$ cat src/rtl/qpd_pkg.sv
// ----------------------------------------------------------------------------
// qpd_pkg
// Shared types, opcodes and the color hash for the QOI pixel decoder.
// ----------------------------------------------------------------------------
package qpd_pkg;

  localparam logic [7:0] OPC_RGB  = 8'hFE;
  localparam logic [7:0] OPC_RGBA = 8'hFF;

  localparam logic [1:0] TAG_INDEX = 2'b00;
  localparam logic [1:0] TAG_DIFF  = 2'b01;
  localparam logic [1:0] TAG_LUMA  = 2'b10;
  localparam logic [1:0] TAG_RUN   = 2'b11;

  localparam int unsigned IndexDepth = 64;
  localparam int unsigned IndexAw    = $clog2(IndexDepth);
  localparam logic [5:0]  RunMax     = 6'd62;
  localparam logic [31:0] PxReset    = 32'h0000_00FF;

  // Which pixel source a commit takes
  typedef enum logic [2:0] {
    CM_NONE,
    CM_RGB,
    CM_RGBA,
    CM_LUMA,
    CM_DIFF,
    CM_INDEX,
    CM_RUN
  } commit_e;

  typedef enum logic [1:0] {
    GA_HOLD,
    GA_CLEAR,
    GA_LOAD,
    GA_SHIFT
  } gather_e;

  typedef struct packed {
    logic    start;
    logic    read_idx;
    gather_e gather;
    commit_e commit;
  } cmd_t;

  typedef struct packed {
    logic out_free;
  } status_t;

  // (3r + 5g + 7b + 11a) mod 64; only the low six bits of each channel matter
  function automatic logic [IndexAw-1:0] px_hash(logic [31:0] px);
    logic [IndexAw-1:0] r;
    logic [IndexAw-1:0] g;
    logic [IndexAw-1:0] b;
    logic [IndexAw-1:0] a;
    r = px[24 +: IndexAw];
    g = px[16 +: IndexAw];
    b = px[8 +: IndexAw];
    a = px[0 +: IndexAw];
    return r * IndexAw'(3) + g * IndexAw'(5) + b * IndexAw'(7) + a * IndexAw'(11);
  endfunction

endpackage

$ cat src/rtl/qpd_ctrl.sv
// ----------------------------------------------------------------------------
// qpd_ctrl
// Opcode decoder and sequencer: tracks the multi-byte op in flight and
// issues commit, gather and index-read commands to the datapath.
// ----------------------------------------------------------------------------
module qpd_ctrl (
  input  logic            clk_i,
  input  logic            rst_ni,
  input  logic            in_valid_i,
  output logic            in_stall_o,
  input  logic [7:0]      data_byte_i,
  input  logic            image_start_i,
  input  qpd_pkg::status_t status_i,
  output qpd_pkg::cmd_t   cmd_o
);

  typedef enum logic {
    S_IDLE,
    S_READ
  } state_e;

  typedef enum logic [1:0] {
    PO_NONE,
    PO_RGB,
    PO_RGBA,
    PO_LUMA
  } pend_e;

  state_e     state_q, state_d;
  pend_e      pend_q, pend_d;
  logic [2:0] owed_q, owed_d;
  logic       accept;

  assign in_stall_o = !((state_q == S_IDLE) && status_i.out_free);
  assign accept     = in_valid_i && !in_stall_o;

  always_comb begin
    state_d         = state_q;
    pend_d          = pend_q;
    owed_d          = owed_q;
    cmd_o.start     = accept && image_start_i;
    cmd_o.read_idx  = 1'b0;
    cmd_o.gather    = qpd_pkg::GA_HOLD;
    cmd_o.commit    = qpd_pkg::CM_NONE;

    unique case (state_q)
      S_IDLE: begin
        if (accept) begin
          if (pend_q != PO_NONE && !image_start_i) begin
            // operand byte of the op in flight
            owed_d = owed_q - 3'd1;
            if (owed_q == 3'd1) begin
              pend_d = PO_NONE;
              unique case (pend_q)
                PO_RGB:  cmd_o.commit = qpd_pkg::CM_RGB;
                PO_RGBA: cmd_o.commit = qpd_pkg::CM_RGBA;
                PO_LUMA: cmd_o.commit = qpd_pkg::CM_LUMA;
                default: cmd_o.commit = qpd_pkg::CM_NONE;
              endcase
            end else begin
              cmd_o.gather = qpd_pkg::GA_SHIFT;
            end
          end else if (data_byte_i == qpd_pkg::OPC_RGB) begin
            pend_d       = PO_RGB;
            owed_d       = 3'd3;
            cmd_o.gather = qpd_pkg::GA_CLEAR;
          end else if (data_byte_i == qpd_pkg::OPC_RGBA) begin
            pend_d       = PO_RGBA;
            owed_d       = 3'd4;
            cmd_o.gather = qpd_pkg::GA_CLEAR;
          end else begin
            pend_d = PO_NONE;
            owed_d = 3'd0;
            unique case (data_byte_i[7:6])
              qpd_pkg::TAG_INDEX: begin
                cmd_o.read_idx = 1'b1;
                state_d        = S_READ;
              end
              qpd_pkg::TAG_DIFF: cmd_o.commit = qpd_pkg::CM_DIFF;
              qpd_pkg::TAG_LUMA: begin
                pend_d       = PO_LUMA;
                owed_d       = 3'd1;
                cmd_o.gather = qpd_pkg::GA_LOAD;
              end
              default: cmd_o.commit = qpd_pkg::CM_RUN;
            endcase
          end
        end
      end
      S_READ: begin
        // index data is registered now
        cmd_o.commit = qpd_pkg::CM_INDEX;
        state_d      = S_IDLE;
      end
      default: state_d = S_IDLE;
    endcase
  end

  always_ff @(posedge clk_i or negedge rst_ni) begin
    if (!rst_ni) begin
      state_q <= S_IDLE;
      pend_q  <= PO_NONE;
      owed_q  <= 3'd0;
    end else begin
      state_q <= state_d;
      pend_q  <= pend_d;
      owed_q  <= owed_d;
    end
  end

  a_owed_matches_pend: assert property (@(posedge clk_i) disable iff (!rst_ni)
    (pend_q == PO_NONE) == (owed_q == 3'd0))
    else $error("operand count out of step with pending op");

  a_read_then_idle: assert property (@(posedge clk_i) disable iff (!rst_ni)
    cmd_o.read_idx |=> (state_q == S_READ) ##1 (state_q == S_IDLE))
    else $error("index read did not complete in one cycle");

  a_no_accept_in_read: assert property (@(posedge clk_i) disable iff (!rst_ni)
    (state_q == S_READ) |-> !accept)
    else $error("byte accepted during index read");

endmodule

$ cat src/rtl/qpd_datapath.sv
// ----------------------------------------------------------------------------
// qpd_datapath
// Previous pixel, 64-entry color index, operand gather register, pixel
// reconstruction and the output register with its run counter.
// ----------------------------------------------------------------------------
module qpd_datapath (
  input  logic             clk_i,
  input  logic             rst_ni,
  input  logic [7:0]       data_byte_i,
  input  qpd_pkg::cmd_t    cmd_i,
  output qpd_pkg::status_t status_o,
  output logic             out_valid_o,
  input  logic             out_stall_i,
  output logic [7:0]       red_o,
  output logic [7:0]       green_o,
  output logic [7:0]       blue_o,
  output logic [7:0]       alpha_o,
  output logic             last_of_burst_o
);

  localparam int unsigned Aw = qpd_pkg::IndexAw;

  logic [31:0]                     prev_q;
  logic [31:0]                     prev_d;
  logic [31:0]                     prev_eff;
  logic [23:0]                     gather_q;
  logic [31:0]                     gb_now;
  logic [31:0]                     mem_q [qpd_pkg::IndexDepth];
  logic [qpd_pkg::IndexDepth-1:0]  valid_q;
  logic [qpd_pkg::IndexDepth-1:0]  valid_d;
  logic [31:0]                     rd_data_q;
  logic                            rd_valid_q;
  logic [31:0]                     px_q;
  logic [5:0]                      count_q;
  logic [31:0]                     px_new;
  logic [5:0]                      count_new;
  logic                            commit;
  logic [Aw-1:0]                   wr_addr;
  logic [7:0]                      dg8, drg8, dbg8;
  logic [7:0]                      dr2, dg2, db2;
  logic                            out_take;

  // A start byte sees the reset pixel
  assign prev_eff = cmd_i.start ? qpd_pkg::PxReset : prev_q;
  assign gb_now   = {gather_q, data_byte_i};

  assign dg8  = {2'b00, gb_now[13:8]} - 8'd32;
  assign drg8 = {4'b0000, gb_now[7:4]} - 8'd8;
  assign dbg8 = {4'b0000, gb_now[3:0]} - 8'd8;
  assign dr2  = {6'b0, data_byte_i[5:4]} - 8'd2;
  assign dg2  = {6'b0, data_byte_i[3:2]} - 8'd2;
  assign db2  = {6'b0, data_byte_i[1:0]} - 8'd2;

  always_comb begin
    count_new = 6'd1;
    unique case (cmd_i.commit)
      qpd_pkg::CM_RGB:  px_new = {gb_now[23:0], prev_eff[7:0]};
      qpd_pkg::CM_RGBA: px_new = gb_now;
      qpd_pkg::CM_LUMA: px_new = {prev_eff[31:24] + dg8 + drg8,
                                  prev_eff[23:16] + dg8,
                                  prev_eff[15:8] + dg8 + dbg8,
                                  prev_eff[7:0]};
      qpd_pkg::CM_DIFF: px_new = {prev_eff[31:24] + dr2,
                                  prev_eff[23:16] + dg2,
                                  prev_eff[15:8] + db2,
                                  prev_eff[7:0]};
      qpd_pkg::CM_INDEX: px_new = rd_valid_q ? rd_data_q : 32'd0;
      qpd_pkg::CM_RUN: begin
        px_new    = prev_eff;
        count_new = data_byte_i[5:0] + 6'd1;
      end
      default: px_new = prev_eff;
    endcase
  end

  assign commit  = (cmd_i.commit != qpd_pkg::CM_NONE);
  assign wr_addr = qpd_pkg::px_hash(px_new);

  // A start clears the index before this byte's own pixel lands in it
  always_comb begin
    valid_d = cmd_i.start ? '0 : valid_q;
    if (commit) begin
      valid_d[wr_addr] = 1'b1;
    end
  end

  assign prev_d = commit ? px_new : prev_eff;

  assign out_valid_o       = (count_q != 6'd0);
  assign out_take          = out_valid_o && !out_stall_i;
  assign last_of_burst_o   = (count_q == 6'd1);
  assign status_o.out_free = (count_q == 6'd0) || (last_of_burst_o && !out_stall_i);
  assign red_o             = px_q[31:24];
  assign green_o           = px_q[23:16];
  assign blue_o            = px_q[15:8];
  assign alpha_o           = px_q[7:0];

  always_ff @(posedge clk_i) begin
    if (commit) begin
      mem_q[wr_addr] <= px_new;
    end
    if (cmd_i.read_idx) begin
      rd_data_q <= mem_q[data_byte_i[Aw-1:0]];
    end
  end

  always_ff @(posedge clk_i or negedge rst_ni) begin
    if (!rst_ni) begin
      valid_q    <= '0;
      rd_valid_q <= 1'b0;
      prev_q     <= qpd_pkg::PxReset;
      count_q    <= 6'd0;
    end else begin
      if (cmd_i.read_idx) begin
        rd_valid_q <= valid_q[data_byte_i[Aw-1:0]] && !cmd_i.start;
      end
      valid_q <= valid_d;
      prev_q  <= prev_d;
      if (commit) begin
        count_q <= count_new;
      end else if (out_take) begin
        count_q <= count_q - 6'd1;
      end
    end
  end

  // Payload registers, no reset
  always_ff @(posedge clk_i) begin
    if (cmd_i.gather == qpd_pkg::GA_CLEAR) begin
      gather_q <= 24'd0;
    end else if (cmd_i.gather == qpd_pkg::GA_LOAD) begin
      gather_q <= {16'd0, data_byte_i};
    end else if (cmd_i.gather == qpd_pkg::GA_SHIFT) begin
      gather_q <= gb_now[23:0];
    end
    if (commit) begin
      px_q <= px_new;
    end
  end

  a_run_bound: assert property (@(posedge clk_i) disable iff (!rst_ni)
    count_q <= qpd_pkg::RunMax)
    else $error("pixel count above longest run");

  a_commit_when_free: assert property (@(posedge clk_i) disable iff (!rst_ni)
    commit |-> status_o.out_free)
    else $error("commit overwrote a pending pixel");

  a_prev_tracks_output: assert property (@(posedge clk_i) disable iff (!rst_ni)
    commit |=> (px_q == prev_q))
    else $error("output pixel differs from previous pixel");

endmodule

$ cat src/rtl/qoi_pixel_decoder_unit.sv
// ----------------------------------------------------------------------------
// qoi_pixel_decoder_unit
// QOI chunk-stream decoder: one byte in, zero or more RGBA pixels out.
// ----------------------------------------------------------------------------
// Output: a pixel is registered and shown the cycle after its last byte; an
//   INDEX pixel first passes through the registered index read.
// Throughput: one byte per cycle while the output register is free; a run
//   holds the input until its last pixel is taken, set by the single output
//   register, and an INDEX byte holds it during the registered index read.
// Reset: previous pixel goes to opaque black and all 64 index valid bits clear
//   at once; no clearing pass, the block takes bytes right after reset.
module qoi_pixel_decoder_unit (
  input  logic       clk_i,
  input  logic       rst_ni,
  input  logic       in_valid_i,
  output logic       in_stall_o,
  input  logic [7:0] data_byte_i,
  input  logic       image_start_i,
  output logic       out_valid_o,
  input  logic       out_stall_i,
  output logic [7:0] red_o,
  output logic [7:0] green_o,
  output logic [7:0] blue_o,
  output logic [7:0] alpha_o,
  output logic       last_of_burst_o
);

  qpd_pkg::cmd_t    cmd;
  qpd_pkg::status_t status;

  qpd_ctrl u_ctrl (
    .clk_i         (clk_i),
    .rst_ni        (rst_ni),
    .in_valid_i    (in_valid_i),
    .in_stall_o    (in_stall_o),
    .data_byte_i   (data_byte_i),
    .image_start_i (image_start_i),
    .status_i      (status),
    .cmd_o         (cmd)
  );

  qpd_datapath u_datapath (
    .clk_i           (clk_i),
    .rst_ni          (rst_ni),
    .data_byte_i     (data_byte_i),
    .cmd_i           (cmd),
    .status_o        (status),
    .out_valid_o     (out_valid_o),
    .out_stall_i     (out_stall_i),
    .red_o           (red_o),
    .green_o         (green_o),
    .blue_o          (blue_o),
    .alpha_o         (alpha_o),
    .last_of_burst_o (last_of_burst_o)
  );

endmodule

$ cat config.mk
export PLATFORM = sky130hd
export DESIGN_NAME = qoi_pixel_decoder_unit
export DESIGN_NICKNAME = d
export VERILOG_FILES = /design/src/rtl/qpd_pkg.sv /design/src/rtl/qpd_ctrl.sv /design/src/rtl/qpd_datapath.sv /design/src/rtl/qoi_pixel_decoder_unit.sv
export SDC_FILE = /design/constraint.sdc
export NUM_CORES = 2
export LEC_CHECK = 0
export ABC_AREA = 1
export CORE_ASPECT_RATIO = 0.8
export CORE_MARGIN = 2
export CORE_UTILIZATION = 50
export CTS_CLUSTER_DIAMETER = 80
export DETAILED_ROUTE_END_ITERATION = 12
export DONT_BUFFER_PORTS = 1
export GPL_ROUTABILITY_DRIVEN = 0
export HOLD_SLACK_MARGIN = 0.03
export MAX_ROUTING_LAYER = met4
export PLACE_DENSITY = 0.68
export SETUP_SLACK_MARGIN = 0.02
export SLEW_MARGIN = 5
export SYNTH_ARGS = -nofsm -noshare
export SYNTH_HDL_FRONTEND = slang
export SYNTH_HIERARCHICAL = 1
export SYNTH_SLANG_ARGS = --single-unit
$ cat constraint.sdc
create_clock -name clk_i -period 10.1 [get_ports clk_i]
set_input_delay 0.505 -clock clk_i [delete_from_list [all_inputs] [get_ports clk_i]]
set_output_delay 0.505 -clock clk_i [all_outputs]
set_load 0.01 [all_outputs]
Yosys cells after proc, flatten, opt, wreduce, memory -nomap -nowiden
Memories as Yosys holds them, arrays and structs flattened. A register that Yosys moved wholly into a read port is not among the register bits.
Cells that the tools add are included.
{"block": "op_classes", "n_addsub": 20, "n_mul": 4, "magnitude_cmp": 3, "eq_ne": 19, "muxes": 45, "n_bitwise": 2, "reduce_logical": 24}
{"operator": "case mux 32 bit (5 select lines)", "n": 1}
{"operator": "2-to-1 mux 64 bit", "n": 2}
{"operator": "2-to-1 mux 32 bit", "n": 3}
{"operator": "adder 8 bit", "n": 8}
{"operator": "bitwise OR 64 bit", "n": 1}
{"operator": "2-to-1 mux 6 bit", "n": 4}
{"operator": "2-to-1 mux 2 bit", "n": 10}
{"operator": "adder 6 bit", "n": 3}
{"operator": "2-to-1 mux 3 bit", "n": 6}
{"operator": "== test 8 bit, second input constant", "n": 2}
{"operator": "2-to-1 mux 8 bit", "n": 2}
{"operator": "< comparator 6 x 7 -> 1 bit, second input constant", "n": 2}
{"operator": "multiplier 6 x 3 -> 6 bit, second input constant", "n": 2}
{"operator": "case mux 3 bit (2 select lines)", "n": 2}
{"operator": "== test 2 bit, second input constant", "n": 5}
{"operator": "2-to-1 mux 1 bit", "n": 10}
{"operator": "subtractor 4 x 4 -> 5 bit, second input constant", "n": 2}
{"operator": "== test 3 bit, second input constant", "n": 3}
{"operator": "subtractor 2 x 2 -> 3 bit, second input constant", "n": 3}
{"operator": "logical AND 1 bit", "n": 8}
{"operator": "subtractor 6 x 6 -> 7 bit, second input constant", "n": 1}
{"operator": "adder 6 x 1 -> 6 bit, second input constant", "n": 1}
{"operator": "binary-select mux 1 bit (select 6 bit)", "n": 1}
{"operator": "demux 1 bit (select 6 bit)", "n": 1}
{"operator": "24 further kinds", "n": 34}
{"block": "totals", "register_bits": 165, "ramBits": 2048, "inputBits": 13, "out_inout_bits": 35, "elab_cells": 128, "n_memories": 1}
{"name": "u_datapath.mem_q", "words": 64, "width": 32, "read_ports": 1, "rd_clocked_by_memory_dff": 1, "wr": 1, "line_no": "qpd_datapath.sv:28", "text": "logic [31:0] mem_q [qpd_pkg::IndexDepth];"}

Depth between registers and ports, before layout
{"block": "logic_depth", "ltp_word": 20, "ltp_mapped": 50, "mapped_depth_nobuf": 48}

Modules after synthesis
Netlist, hierarchy kept.
{"module": "qpd_datapath", "n_inst": 1, "cells_per_inst": 7326, "area_each_um2": 91505.3, "seq_area_each_um2": 66488.8}
{"module": "qpd_ctrl", "n_inst": 1, "cells_per_inst": 74, "area_each_um2": 486.7, "seq_area_each_um2": 150.1}

Worst setup path after synthesis
No wires, ideal clock.
{"block": "synth_path", "kind": "flip-flop to flip-flop", "start": "reg u_datapath.count_q[1]", "end": "mem u_datapath.mem_q[10][0], enable pin", "setup_ns": 0.387, "arrival_ns": 10.710, "required_time_ns": 9.713, "path_slack_ns": -0.997, "path_stages_with_launch": 34, "n_path_buf": 4, "period_less_slack_ns": 11.097, "path_cell_list": "dfrtp_1 inv_1 ha_1 nand2_1 nor2_1 nand2_1 nand2_1 nand3_2 nor2_1 clkbuf_1 clkbuf_1 buf_1 nor2_1 ha_1 fa_1 nand2_1 o21ai_0 a221oi_1 a31oi_1 fa_1 ha_1 inv_1 fa_1 fa_1 inv_1 fa_1 ha_1 fa_1 xnor2_1 clkinv_1 nor2_8 buf_8 nand3_2 inv_1"}
{"item": "from (decl)", "line_no": "qpd_datapath.sv:34", "text": "logic [5:0] count_q;"}
{"item": "from (signal assigned)", "line_no": "qpd_datapath.sv:120", "text": "count_q <= count_new;"}
{"item": "from (signal assigned)", "line_no": "qpd_datapath.sv:122", "text": "count_q <= count_q - 6'd1;"}
{"item": "to (decl)", "line_no": "qpd_datapath.sv:28"}

Worst setup path after layout
{"block": "layout_path", "start": "in data_byte_i[1]", "end": "mem u_datapath.mem_q[6][2], enable pin"}
{"block": "layout_between", "elab_cells_between_ends": 27, "classes_between": "add/sub: 7; mul: 4; eq/ne: 7; mux: 8; reduce/logical: 1"}
{"item": "from (decl)", "line_no": "qoi_pixel_decoder_unit.sv:17", "text": "input logic [7:0] data_byte_i,"}
{"item": "== test 8 bit", "line_no": "qpd_ctrl.sv:67", "text": "end else if (data_byte_i == qpd_pkg::OPC_RGBA) begin"}
{"item": "2-to-1 mux 3 bit", "line_no": "qpd_ctrl.sv:67"}
{"item": "2-to-1 mux 3 bit", "line_no": "qpd_ctrl.sv:63", "text": "end else if (data_byte_i == qpd_pkg::OPC_RGB) begin"}
{"item": "2-to-1 mux 5 bit", "line_no": "qpd_ctrl.sv:49", "text": "if (pend_q != PO_NONE && !image_start_i) begin"}
{"item": "2-to-1 mux 6 bit", "line_no": "qpd_ctrl.sv:48", "text": "if (accept) begin"}
{"item": "case mux 3 bit (2 select lines)", "line_no": "qpd_ctrl.sv:46", "text": "unique case (state_q)"}
{"item": "== test 3 bit (tied with other cells)", "line_no": "qpd_datapath.sv:56", "text": "unique case (cmd_i.commit)"}
{"item": "case mux 32 bit (5 select lines) *", "line_no": "qpd_datapath.sv:56"}
{"item": "net u_datapath.px_new[10]", "line_no": "qpd_datapath.sv:35", "text": "logic [31:0] px_new;"}
{"item": "multiplier 6 x 3 -> 6 bit *", "line_no": "qpd_pkg.sv:59", "text": "return r * IndexAw'(3) + g * IndexAw'(5) + b * IndexAw'(7) + a * IndexAw'(11);"}
{"item": "adder 6 bit * (2 in a row)", "line_no": "qpd_pkg.sv:59"}
The timed path passes the listed nets; every way through them passes the cells marked *.

==> flow_metrics.env <==
export IMPL_routed_top_layer="met4"
export IMPL_cts_buffers=205
export IMPL_synth_warnings=6
export IMPL_drt_iter0_markers=12000
export IMPL_pre_cts_slack_ns=0.149
export IMPL_port_buffers=0
export IMPL_routed_via_count=64100
export IMPL_area_growth_synth_to_final_pct=10.9
export IMPL_routed_wirelength_um=287000
export IMPL_max_freq_mhz=102
export IMPL_total_power_mw=33.2
export IMPL_grt_util_all_layers_pct=30.8
export IMPL_cap_viol_max_count=0
export IMPL_synth_compound_area_share_pct=13.4
export IMPL_wl_met3_um=47900
export IMPL_crit_fanout=535
export IMPL_drive_gt1_share_pct=8.76
export IMPL_dieArea_um2=187000
export IMPL_ys_ff_latch=2245
export IMPL_final_nets=7414
export IMPL_viasPerCell=6.49
export IMPL_cts_sinks=2245
export IMPL_ys_flop_type="edfxtp_1"
export IMPL_r2r_slack_ns=0.54
export IMPL_grt_pass1_vias=58200
export IMPL_crit_end="u_datapath/mem_q[6][2]"
export IMPL_htreeDepth=4
export IMPL_drtAntennaViolNets=0
export IMPL_io_pins=48
export IMPL_synth_xor_area_share_pct=0.200
export IMPL_worstHoldStart="data_byte_i[2]"
export IMPL_cpMostUsedCell="fa_1"
export IMPL_antenna_found_initial=12
export IMPL_synth_simple_area_share_pct=9.03
export IMPL_reg2reg_to="u_datapath/mem_q[6][2]"
export IMPL_power_density_nw_per_um2=325
export IMPL_slew_violations=334
export IMPL_cp_start_kind="input port"
export IMPL_netlist_area_leader_share_pct=68.9
export IMPL_start_util_pct=50.4
export IMPL_dp_cells=9472
export IMPL_clock_path_buffers=3
export IMPL_post_synth_fa_ha_maj_area_fraction_pct=1.76
export IMPL_final_cell_mix="edfxtp_1 (2112), nor2_1 (1511), o21ai_0 (1398), o22ai_1 (642), nand2_1 (338)"
export IMPL_synth_top_family_by_area="compound AO/OA/AOI/OAI gates"
export IMPL_slowest_delay_ns=1.00
export IMPL_clock_latency_ns=0.88
export IMPL_rows=140
export IMPL_worst_slew_pin_slew_ns=2.51
export IMPL_hpwl_um=164000
export IMPL_r2r_cells=38
export IMPL_slowest_stage="inv_8"
export IMPL_rsz0062_at_grt="false"
export IMPL_endpoint_kind="flip-flop"
export IMPL_fin_crit_sh_pct=96.7
export IMPL_grt_pass1_wl_um=411000
export IMPL_cts_clk_slew_worst_paths_ns=0.06
export IMPL_slew_headroom_pct=-67.1
export IMPL_p_leak_nw=34.5
export IMPL_clockRootBuffer="clkbuf_16"
export IMPL_yosysSeqAreaShare_pct=72.4
export IMPL_final_common_cell="edfxtp_1"
export IMPL_ys_types=58
export IMPL_worstPathArrival_ns=10.36
export IMPL_hold_path_class="in -> reg"
export IMPL_met2_wirelength_um=118000
export IMPL_status="complete, but fails checks"
export IMPL_path_class="in -> reg"
export IMPL_synth_area_leader_cell="edfxtp_1"
export IMPL_drt_met1_wl_um=111000
export IMPL_synth_cells=7400
export IMPL_avgSynthCellArea_um2=12.4
export IMPL_ir_worst_vdd_v=0.00215
export IMPL_dr_pass1_iters=9
export IMPL_hold_viol=0
export IMPL_stdcell_count=9888
export IMPL_die_h_um=388
export IMPL_cts_tree="built"
export IMPL_synthArstFlopShare_pct=4.86
export IMPL_setup_violations_final=0
export IMPL_setup_tns_ns=0
export IMPL_clock_skew_ns=0.0604
export IMPL_drc_errors=0
export IMPL_hold_worst_slack_ns=0.0795
export IMPL_cp_required_ns=10.69
export IMPL_die_w_um=484
export IMPL_wire_per_inst_um=29.0
export IMPL_syn_cell_area_um2=92000
export IMPL_min_period_ns=9.77
export IMPL_grt_overflow_total=0
export IMPL_core_area_um2=182000
export IMPL_synth_nets=7517
export IMPL_grt_max_degree=1067
export IMPL_startpoint="data_byte_i[1]"
export IMPL_synth_edf_count=2112
export IMPL_reg2reg_from="u_datapath/count_q[2]"
export IMPL_setup_ws_ns=0.328
export IMPL_violations="slew limit"
export IMPL_yosys_mux_area_fraction_pct=0
export IMPL_synth_area_leaders="edfxtp_1 (69%), o21ai_0 (7.6%), nor2_1 (6.2%)"
==> synthesized netlist by cell type (all sizes together) (9+ instances only) <==
| cell | number |
|---|---|
| a21oi | 54 |
| a221oi | 9 |
| a31oi | 10 |
| buf | 41 |
| clkbuf | 468 |
| dfrtp | 101 |
| dfxtp | 24 |
| edfxtp | 2112 |
| fa | 42 |
| ha | 62 |
| inv | 244 |
| nand2 | 363 |
| nand3 | 105 |
| nand3b | 9 |
| nand4 | 44 |
| nor2 | 1522 |
| o2111ai | 13 |
| o21ai | 1405 |
| o221ai | 15 |
| o22ai | 642 |
| o32ai | 42 |
| xor2 | 14 |
==> cells by family after synthesis <==
kind of cell	Yosys count
flops	2245
simple gates	2057
fa+ha+maj	104
compound gates	2217
xor+xnor	21
buf+inv	756
==> cell type report <==
class / instances / area (um2)
clock buffer: 267 / 5560
fill: 14400 / 80300
clock inverter: 109 / 1180
multi-input combinational: 4399 / 22700
inverter: 247 / 972
tap: 2414 / 3020
timing repair buffer: 199 / 1960
antenna: 8 / 20.0
sequential: 2245 / 66600
==> where the power goes <==
group          switching, mW  internal, mW  leakage [nW]  total (mW)
sequential             0.135          11.7          20.9        11.8
combinational           10.3          3.21          10.3        13.5
clock                   3.49          4.35          3.28        7.85
total                   13.9          19.3          34.5        33.2
==> registers in the layout (all words and copies together) (netlist names) <==
name and flops:
u_datapath/mem_q 2048, u_ctrl/owed_q 3, u_datapath/prev_q 32, u_datapath/rd_valid_q 1, u_datapath/px_q 32, u_datapath/count_q 6, u_datapath/rd_data_q 32, u_datapath/gather_q 24
u_datapath/valid_q 64, u_ctrl/state_q 1, u_ctrl/pend_q 2
==> per-layer routing <==
metal  vias to the layer above  GRT usage [%]
met2                      4994           40.5
met3                       582           11.0
met1                     31600           44.2
met5                         -              -
met4                         0           9.90
li1                      27000              -
==> worst min-delay path by stage <==
| stage | end | slack [ns] | cells after the start |
|---|---|---|---|
| finish | u_datapath/count_q[2] | 0.08 | 3 |
| global route | u_datapath/count_q[2] | 0.06 | 3 |
| CTS | u_datapath/rd_data_q[7] | 0.03 | 2 |
| detailed placement | u_ctrl/pend_q[0] | 0.21 | 0 |
| global placement | u_ctrl/owed_q[2] | 0.21 | 0 |
| floorplan | u_ctrl/owed_q[0] | 0.21 | 0 |
==> what timing repair did <==
item / CTS / global route
endpoints found under the hold margin: 146 / 0
hold buffers: 17 / 0
resized for setup: 0 / 28
buffers inserted: 0 / 11
endpoints found under the setup margin: 0 / 2014
==> per-stage QoR <==
step	cell area, um2	util [%]
finish	102000	56.0
global route	102000	56.0
CTS	102000	55.8
detailed placement	94800	52.0
global placement	94800	52.0
floorplan	92000	-
==> worst max-delay path, delay by kind of cell <==
kind	cells	cell delay, ns
AND/OR/NAND/NOR	11	1.38
buffers and inverters	9	2.39
AO/OA/AOI/OAI	3	0.84
adder cells (fa/ha/maj)	9	3.95
No activity file was read; power rests on OpenSTA's default activity.
